**config.mk**
```make
export PLATFORM = sky130hd
export DESIGN_NAME = chkh_mod
export DESIGN_NICKNAME = d
export VERILOG_FILES = /design/src/rtl/chkh_pkg.sv /design/src/rtl/chkh_mod.sv
export SDC_FILE = /design/constraint.sdc
export NUM_CORES = 1
export LEC_CHECK = 0
export BUFFER_PORTS_ARGS = -buffer_cell sky130_fd_sc_hd__buf_2
export CORE_ASPECT_RATIO = 0.7
export CORE_MARGIN = 3
export CORE_UTILIZATION = 50
export DETAILED_ROUTE_END_ITERATION = 12
export PLACE_DENSITY = 0.76
export SYNTH_ARGS = -nofsm -noshare
export SYNTH_HDL_FRONTEND = slang
export SYNTH_SLANG_ARGS = --single-unit
```
**constraint.sdc**
```tcl
create_clock -name clk -period 4.1 [get_ports clk]
set_input_delay 0.41 -clock clk [delete_from_list [all_inputs] [get_ports clk]]
set_output_delay 0.41 -clock clk [all_outputs]
set_load 0.02 [all_outputs]
```
**src/rtl/chkh_pkg.sv**
```systemverilog
// shared types, codes and constants for the chained hash table
package chkh_pkg;

  localparam int KEY_W          = 64;
  localparam int VALUE_IO_W     = 32;
  localparam int OPCODE_W       = 2;
  localparam int STATUS_W       = 2;
  localparam int ENTRY_COUNT_W  = 9;
  localparam int BUCKET_COUNT_W = 7;

  localparam logic [BUCKET_COUNT_W-1:0] BUCKET_COUNT_RST = 7'd64;

  localparam int DEF_NUM_BUCKETS = 64;
  localparam int DEF_NODE_COUNT  = 256;
  localparam int DEF_VALUE_WIDTH = 32;

  typedef enum logic [OPCODE_W-1:0] {
    OP_ADD    = 2'd0,
    OP_LOOKUP = 2'd1,
    OP_CLEAR  = 2'd2,
    OP_NONE   = 2'd3
  } op_t;

  typedef enum logic [STATUS_W-1:0] {
    STAT_OK   = 2'd0,
    STAT_MISS = 2'd1,
    STAT_FULL = 2'd2
  } status_t;

  typedef enum logic [2:0] {
    S_IDLE,
    S_HASH,
    S_HEAD,
    S_LINK,
    S_NODE,
    S_RESP
  } state_t;

endpackage

```
**src/rtl/chkh_mod.sv**
```systemverilog
// iterative key modulo bucket count, two dividend bits per cycle
module chkh_mod #(
  parameter int DW = 7
) (
  input  logic                     clk,
  input  logic                     rst_n,
  input  logic                     start,
  input  logic [chkh_pkg::KEY_W-1:0] dividend,
  input  logic [DW-1:0]            divisor,
  output logic                     done,
  output logic [DW-1:0]            rem
);
  import chkh_pkg::*;

  localparam int STEPS = KEY_W / 2;
  localparam int CNTW  = $clog2(STEPS);

  logic            busy_r;
  logic [CNTW-1:0] cnt_r;
  logic [KEY_W-1:0] sh_r;
  logic [DW-1:0]   rem_r;
  logic [DW-1:0]   div_r;
  logic [DW:0]     t1, t2;
  logic [DW-1:0]   r1, rem_nxt;

  // two restoring steps on the running remainder
  always_comb begin
    t1 = {rem_r, sh_r[KEY_W-1]};
    if (t1 >= {1'b0, div_r}) t1 = t1 - {1'b0, div_r};
    r1 = t1[DW-1:0];
    t2 = {r1, sh_r[KEY_W-2]};
    if (t2 >= {1'b0, div_r}) t2 = t2 - {1'b0, div_r};
    rem_nxt = t2[DW-1:0];
  end

  // control
  always_ff @(posedge clk) begin
    if (!rst_n) begin
      busy_r <= 1'b0;
      cnt_r  <= '0;
    end else if (start) begin
      busy_r <= 1'b1;
      cnt_r  <= '0;
    end else if (busy_r) begin
      cnt_r <= cnt_r + 1'b1;
      if (cnt_r == CNTW'(STEPS - 1)) busy_r <= 1'b0;
    end
  end

  // datapath
  always_ff @(posedge clk) begin
    if (start) begin
      sh_r  <= dividend;
      rem_r <= '0;
      div_r <= divisor;
    end else if (busy_r) begin
      sh_r  <= sh_r << 2;
      rem_r <= rem_nxt;
    end
  end

  assign done = busy_r && (cnt_r == CNTW'(STEPS - 1));
  assign rem  = rem_nxt;

endmodule

```
* Word-level counts from Yosys, hierarchy flattened
Index checks and enable logic that the tools add are counted.
** Operators by class
- Reduce and logical (&&, ||, !) cells :: 3
- Add/sub/neg operators :: 3
- $lt $le $gt $ge :: 2
- Equality and inequality tests :: 1
- Bitwise logic cells :: 1
- Mux-type cells :: 7
** Operator list (number)
- 64-bit two-way mux :: 2
- 8-bit by 7-bit greater-or-equal comparator with 1-bit output :: 2
- 7-bit two-way mux :: 2
- 7-bit subtractor :: 2
- 5-bit by 1-bit adder with 5-bit output, second input constant :: 1
- 5-bit equality test, second input constant :: 1
- 1-bit two-way mux :: 3
- 2-bit nonzero test :: 1
- 2-bit OR reduction :: 1
- 1-bit logical AND :: 1
- 1-bit NOT :: 1
** Storage, ports and cells
- Word-level logic and storage cells :: 22
- Output and inout port bits :: 8
- Bits of input ports :: 74
- Register bits :: 84

* Longest topological paths before layout
Gate-level depths: netlist of run 1.
- Depth after elaboration :: 4
- Gate-level depth with buffers :: 17
- Depth with buffers taken out :: 16

* Worst setup path after synthesis of run 1
No wires, ideal clock.
- Path type :: reg2out
- Start point :: register sh_r[63]
- End point :: output rem[2]
- Buffers on the path :: 1
- Stages on the path, launching flop included :: 18
- Data arrival time :: 3.845 ns
- Data required time :: 3.690 ns
- Slack :: -0.155 ns
- Cells stage by stage :: edfxtp_1 inv_1 ha_1 inv_1 fa_1 a21o_1 a221oi_4 o21ai_2 buf_6 nor2_1 a21oi_1 fa_1 a211o_1 a211oi_2 o21ai_2 or4_1 o31ai_1 nor2_1
** Between the ends
- Word-level cells in the longest chain between the ends :: 4
- Elaborated cells on any way between the ends :: 6
- Those cells by class :: add/sub: 2; order compare: 2; mux: 2
** Ends and longest elaborated chain
- from (decl) :: RTL line chkh_mod.sv:20 : logic [KEY_W-1:0] sh_r;
- from (signal assigned) :: RTL line chkh_mod.sv:53 : sh_r <= dividend;
- from (signal assigned) :: RTL line chkh_mod.sv:57 : sh_r <= sh_r << 2;
- 7-bit subtractor / 8-bit by 7-bit greater-or-equal comparator with 1-bit output (equally long branches) :: RTL line chkh_mod.sv:29 : if (t1 >= {1'b0, div_r}) t1 = t1 - {1'b0, div_r};
- 7-bit two-way mux * :: RTL line chkh_mod.sv:29
- 7-bit subtractor / 8-bit by 7-bit greater-or-equal comparator with 1-bit output (equally long branches) :: RTL line chkh_mod.sv:32 : if (t2 >= {1'b0, div_r}) t2 = t2 - {1'b0, div_r};
- 7-bit two-way mux * :: RTL line chkh_mod.sv:32
- to (decl) :: RTL line chkh_mod.sv:11 : output logic [DW-1:0] rem
Mark *: on every way between the ends. The rest lies on a longest branch, timed or not.

* Final worst setup path of run 1
- Start point :: register sh_r[63]
- End point :: output rem[0]
** Between the ends
- Word-level cells in the longest chain between the ends :: 4
- Elaborated cells on any way between the ends :: 5
- Those cells by class :: add/sub: 1; order compare: 2; mux: 2
** Ends and longest elaborated chain (RTL line)
- 7-bit subtractor / 8-bit by 7-bit greater-or-equal comparator with 1-bit output (equally long branches) :: chkh_mod.sv:29
- 7-bit two-way mux * :: chkh_mod.sv:29
- 8-bit by 7-bit greater-or-equal comparator with 1-bit output * :: chkh_mod.sv:32
- 7-bit two-way mux * :: chkh_mod.sv:32
Marks and branches as above.

==> out/qor.txt, run 1 <==
Ports -> 82
ys async rst share -> 0
Crit-path slowest cell -> edfxtp_1
DRC viols -> 0
maximum vdd drop -> 0.000412 V
met2 Usage GRT -> 0.320
layer with the highest usage -> met2
max incr delay on CP -> 0.38 ns
met1 GRT Util -> 0.269
Worst Min Path Start -> divisor[1]
CP bufs+invs -> 5
Worst slew margin -> 0.356
initial DRC count -> 140
Worst R2R Start -> sh_r[63]
gr ovfl total -> 0
Worst R2R Path Depth -> 26
failing checks -> negative setup slack
GR Layer Usage met3 -> 0.0706
Leakage -> 0.00231 uW
initial antenna violation count -> 1
Post-CTS Hold Fix Bufs -> 0
reg2reg end -> rem_r[0]
CP most frequent cell -> nand2_2
worst-path fanout max -> 5
max_cap viols -> 0
clk slew on worst S/H paths -> 0.06 ns
gate count of the mapped netlist -> 317
Worst-Margin Slew -> 0.967 ns
Power Density -> 811 nW/um2
Critical Path AT -> 4.04 ns
final hold vios -> 0
Vias -> 2997
status -> complete, but fails checks
FF-to-FF setup slack -> -0.27 ns
area delta synth->final -> 30.0%
wire per inst -> 17.3 um
multi-input combinational cell area -> 1910 um2
core box area -> 8070 um2
antenna viol nets, final -> 0
largest net degree at the start of global routing -> 80
Synth Area per Inst -> 13.5 um2
Routed Wire Length -> 9.48 mm
HPWL Detailed -> 6.45 mm
Worst-Skew Late Latency -> 0.34 ns
# H-tree levels -> 3
CTS tree -> yes
Initial Util -> 0.529
CP Cell Sequence -> inv_1 -> ha_2 -> inv_2 -> fa_2 -> a21o_1 -> a221oi_4 -> o21a_1 -> nand2_1 -> nand2_2 -> ha_4 -> a211o_1 -> a211oi_4 -> o21ai_4 -> buf_6 -> a21oi_4 -> buf_4 -> nand2_2 -> nand2_2 -> buf_6
final worst slack -> -0.350 ns
Die Span Y -> 83.3 um
vias in the first global route -> 3115
maximum operating frequency -> 225 MHz
Period minus WS final -> 4.45 ns
share of cells above drive strength 1 -> 0.518
CP top delay family -> compound AO/OA/AOI/OAI gates
CTS sink cnt -> 84
Register Area -> 2390 um2
I/O Buffers -> 81
GP Congestion -> 0.944
drt pass-1 iters -> 4
syn nets -> 409
critical path launch point type -> register
Design Power -> 4500 uW
first-pass GRT wire length -> 15.4 mm
worst hold stages -> 1
Post-synth EDFFs -> 71
top_reg_cell synth -> edfxtp_1
root buffer cell -> clkbuf_16
Synth cell types -> 48
register area share after synthesis -> 0.561
fillers -> 587
CP required -> 3.69 ns
Critical Path End Type -> primary output
Crit Path Class -> register to primary output
Synth Register Bits -> 84
dpl ws -> -0.0762 ns
Hold EP -> div_r[1]
final worst-path cycle share -> 1.09
layout net count -> 533
die width -> 116 um
Total GRT Usage -> 0.207
Vias/cell -> 5.48
final max-slew violation count -> 0
clk buf depth -> 2
full die area -> 9700 um2
Fin Setup TNS -> -2.44 ns
Ant. Diodes -> 0
std cell rows -> 27
Yosys Warn Count -> 0
post-synthesis cell area -> 4270 um2
Layout Skew -> 0.00645 ns
unrepaired setup endpoints after global routing -> true
Num CTS Buffers -> 9
final setup fails -> 8
Hold Path Class -> primary input to register
-- layout by cell type, fill, tap and decap left out, drive strengths merged, types with 3 or more instances in the layout --
cell	count
nand2	21
clkbuf	11
nand2b	4
a21o	5
inv	16
nor2	22
xnor2	4
edfxtp	71
a211oi	3
mux2i	3
o31ai	3
dfxtp	13
a21oi	10
and2	3
mux2	62
xor2	5
ha	16
o21ai	7
o21a	7
buf	124
-- worst reg2reg max path: cells and delay by family, from the launching register on --
kind | cells | cell delay [ns]
adder cells (fa/ha/maj) | 3 | 0.79
flip-flops | 1 | 0.38
AND/OR/NAND/NOR | 4 | 0.42
buffers and inverters | 12 | 1.44
AO/OA/AOI/OAI | 7 | 1.22
-- flip-flops by register name, summed over array words and instances, names as in the netlist --
signal / cells
sh_r: 64
div_r: 7
rem_r: 7
cnt_r: 5
busy_r: 1
-- layout make-up --
type | count | share of cell area
timing repair buffer | 124 | 0.139
multi-input combinational | 207 | 0.344
sequential | 84 | 0.431
tap | 101 | 0.0228
clock buffer | 11 | 0.0420
clock inverter | 5 | 0.0108
inverter | 15 | 0.0102
-- cell usage after synthesis, drive strengths merged, types with 2 or more instances --
| library cell | n | area share |
|---|---|---|
| o21a | 7 | 0.012 |
| nand2 | 21 | 0.018 |
| a21o | 5 | 0.0088 |
| ha | 16 | 0.047 |
| o221ai | 2 | 0.0041 |
| nor2b | 2 | 0.0029 |
| a21oi | 10 | 0.015 |
| mux2i | 3 | 0.0070 |
| o32a | 2 | 0.0047 |
| and3 | 2 | 0.0029 |
| o31ai | 3 | 0.0053 |
| xnor2 | 4 | 0.0082 |
| xor2 | 5 | 0.010 |
| nor2 | 22 | 0.019 |
| o21ai | 7 | 0.010 |
| a211oi | 3 | 0.0064 |
| o22a | 2 | 0.0041 |
| nand4 | 2 | 0.0029 |
| mux2 | 62 | 0.16 |
| clkbuf | 10 | 0.0088 |
| dfxtp | 13 | 0.061 |
| inv | 15 | 0.013 |
| fa | 2 | 0.0094 |
| edfxtp | 71 | 0.50 |
| a311oi | 2 | 0.0041 |
| and2 | 3 | 0.0044 |
| nand2b | 4 | 0.0059 |
-- where the power goes --
group,switching [uW],total [uW],internal (uW)
sequential,58.6,1100,1050
combinational,1260,2590,1330
clock,329,803,474
total,1650,4500,2850
-- per-stage QoR --
step / util / instances / hold slack (ns) / area, um2
floorplan: - / 317 / 0.427 / 4290
global placement: 0.613 / 511 / 0.453 / 4950
detailed placement: 0.613 / 511 / 0.492 / 4950
CTS: 0.677 / 541 / 0.237 / 5470
global route: 0.687 / 547 / 0.239 / 5550
finish: 0.687 / 547 / 0.247 / 5550
-- how the worst max path moves through the flow --
stage | startpoint | endpoint | slack [ns] | cells past startpoint
after global routing | sh_r[63] | rem[2] | -0.53 | 18
after CTS | sh_r[63] | rem[2] | -0.33 | 17
after detailed placement | sh_r[63] | rem[2] | -0.08 | 17
after floorplan | sh_r[63] | rem[2] | -0.04 | 17
after global placement | sh_r[63] | rem[2] | -0.01 | 17
final | sh_r[63] | rem[0] | -0.35 | 19
-- cell families after synthesis --
| group | Yosys count | share of synthesized area |
|---|---|---|
| flip-flops | 84 | 0.561 |
| XOR/XNOR | 9 | 0.0185 |
| multiplexers | 65 | 0.171 |
| AO/OA/AOI/OAI | 53 | 0.103 |
| buffers and inverters | 26 | 0.0246 |
| adder cells (fa/ha/maj) | 18 | 0.0563 |
| AND/OR/NAND/NOR | 62 | 0.0668 |
-- what timing repair did --
item | CTS | global route
endpoints found under the hold margin | 0 | 0
setup buffers | 14 | 6
pin swaps | 9 | 8
gates resized for setup | 29 | 7
setup endpoints to repair | 7 | 8
-- layer usage --
metal | share of wire | vias up
met5 | 0.0014 | -
met1 | 0.44 | 1439
li1 | - | 1443
met3 | 0.073 | 16
met4 | 0.019 | 2
met2 | 0.47 | 97
Note: power is estimated with default switching activity, not from simulation.
==> run 2, diff against run 1 <==
Settings changed: PLACE_DENSITY 0.76 to 0.75.
==> run 2 against run 1 <==
Net effect:
- the flow still finishes with violations (negative setup slack)
- cell area grew 0.59%
- via count grew 0.10%
- highest routed layer is now met4
- clock-buffer cell count increased by 1
- register-to-register slack better by 0.34 ns
==> out/qor.txt, run 2 (synthesis gave the netlist of run 1 again) <==
Worst-Skew Late Latency -> 0.33 ns
FF-to-FF setup slack -> 0.07 ns
area delta synth->final -> 30.7%
placed cell areas -> 4990 um2
Vias -> 3000
initial DRC count -> 243
unrepaired setup endpoints after global routing -> true
wire per inst -> 17.9 um
drt pass-1 iters -> 4
final worst slack -> -0.319 ns
Fin Setup TNS -> -1.60 ns
CTS tree -> yes
design area -> 5580 um2
Worst R2R Path Depth -> 23
worst hold stages -> 1
final setup fails -> 7
final worst-path cycle share -> 1.08
I/O Buffers -> 81
final hold vios -> 0
first-pass GRT wire length -> 15.3 mm
maximum vdd drop -> 0.000509 V
Worst slew margin -> 0.359
Critical Path End Type -> primary output
std cell rows -> 27
status -> complete, but fails checks
full die area -> 9700 um2
CTS sink cnt -> 84
antenna viol nets, final -> 0
Leakage -> 0.00233 uW
largest net degree at the start of global routing -> 80
Ant. Diodes -> 0
root buffer cell -> clkbuf_16
number of flip-flops in the largest register -> 64
layout net count -> 531
initial antenna violation count -> 0
Layout Skew -> 0.00617 ns
Routed Wire Length -> 9.74 mm
Worst R2R Start -> sh_r[63]
worst-path fanout max -> 6
Hold EP -> div_r[1]
HPWL Detailed -> 6.78 mm
gr ovfl total -> 0
die width -> 116 um
fillers -> 564
failing checks -> negative setup slack
reg2reg end -> rem_r[6]
final max-slew violation count -> 0
dpl ws -> -0.102 ns
share of cells above drive strength 1 -> 0.527
CP required -> 3.69 ns
Hold Path Class -> primary input to register
max_cap viols -> 0
Worst Min Path Start -> divisor[1]
clk buf depth -> 2
Ports -> 82
Worst-Margin Slew -> 0.962 ns
GP Congestion -> 0.967
maximum operating frequency -> 226 MHz
Largest Register -> sh_r
DRC viols -> 0
Die Span Y -> 83.3 um
Total GRT Usage -> 0.208
Initial Util -> 0.529
Layout Utilization -> 0.691
core box area -> 8070 um2
Largest regs -> sh_r (64), div_r (7), rem_r (7)
Post-CTS Hold Fix Bufs -> 0
vias in the first global route -> 3065
Power Density -> 836 nW/um2
critical path launch point type -> register
Critical Path AT -> 4.01 ns
Period minus WS final -> 4.42 ns
Num CTS Buffers -> 9
clk slew on worst S/H paths -> 0.06 ns
most frequent cells in the layout -> 76 x buf_2, 71 x edfxtp_1, 62 x mux2_2, 37 x buf_4, 20 x nor2_1
Crit Path Class -> register to primary output
most common cell after layout, fill and taps aside -> buf_2
Hold WS -> 0.258 ns
# H-tree levels -> 3
Vias/cell -> 5.50
## run 2: changes by cell type in the layout (fill, tap and decap cells not counted), moves of 2 or more
cell / before / now
clkbuf_16: 9 / 11
buf_4: 43 / 37
a21oi_2: 1 / 3
buf_6: 7 / 9
buf_2: 74 / 76
## run 2: metal layers
layer	track usage	vias up	routed length (um)
met4	0.0580	0	182
met1	0.291	1434	4520
met5	0	-	0
met2	0.304	108	4220
li1	-	1437	-
met3	0.0743	21	814
## run 2: cell type report
class	count	area, um2	area share
Clock buffer	12	279	0.0500
Sequential cell	84	2390	0.429
Inverter	15	56.3	0.0101
Multi-Input combinational cell	207	1920	0.343
Timing Repair Buffer	122	759	0.136
Clock inverter	4	50.0	0.00897
Tap cell	101	126	0.0227
## run 2: worst max-delay path, cell delays in order, from the launching register on
cell      delay (ns)
edfxtp_1        0.40
inv_2           0.09
ha_4            0.13
inv_2           0.03
fa_2            0.32
a21o_1          0.20
a221oi_4        0.37
o21ai_4         0.14
nor2_2          0.11
a21oi_2         0.06
fa_2            0.35
a211o_1         0.31
a211oi_4        0.30
o21ai_4         0.11
or4_1           0.43
o31ai_2         0.10
nor2_2          0.07
buf_2           0.16
## run 2: repair_timing
action                                  in CTS  in global routing
pin swaps                                    8                 10
endpoints found under the setup margin       7                 11
buffers inserted                            15                  5
gates resized for setup                     23                 20
## run 2: worst max path at each step
stage / start / cells past startpoint / slack [ns] / end
floorplan: sh_r[63] / 17 / -0.04 / rem[2]
global placement: sh_r[63] / 17 / 0.03 / rem[2]
detailed placement: sh_r[63] / 17 / -0.10 / rem[2]
CTS: sh_r[63] / 17 / -0.34 / rem[2]
global route: sh_r[63] / 17 / -0.46 / rem[2]
finish: sh_r[63] / 17 / -0.32 / rem[2]
## run 2: stage by stage
stage               total power [uW]  std cells
global placement                3070        516
finish                          4660        545
global route                    4870        545
detailed placement              3100        516
CTS                             4440        547
floorplan                       2390        317
## run 2: report_power, final
part	switching (uW)	total, uW	internal [uW]
registers	59.3	1110	1050
logic	1350	2690	1340
clock network	322	870	547
total	1730	4660	2940
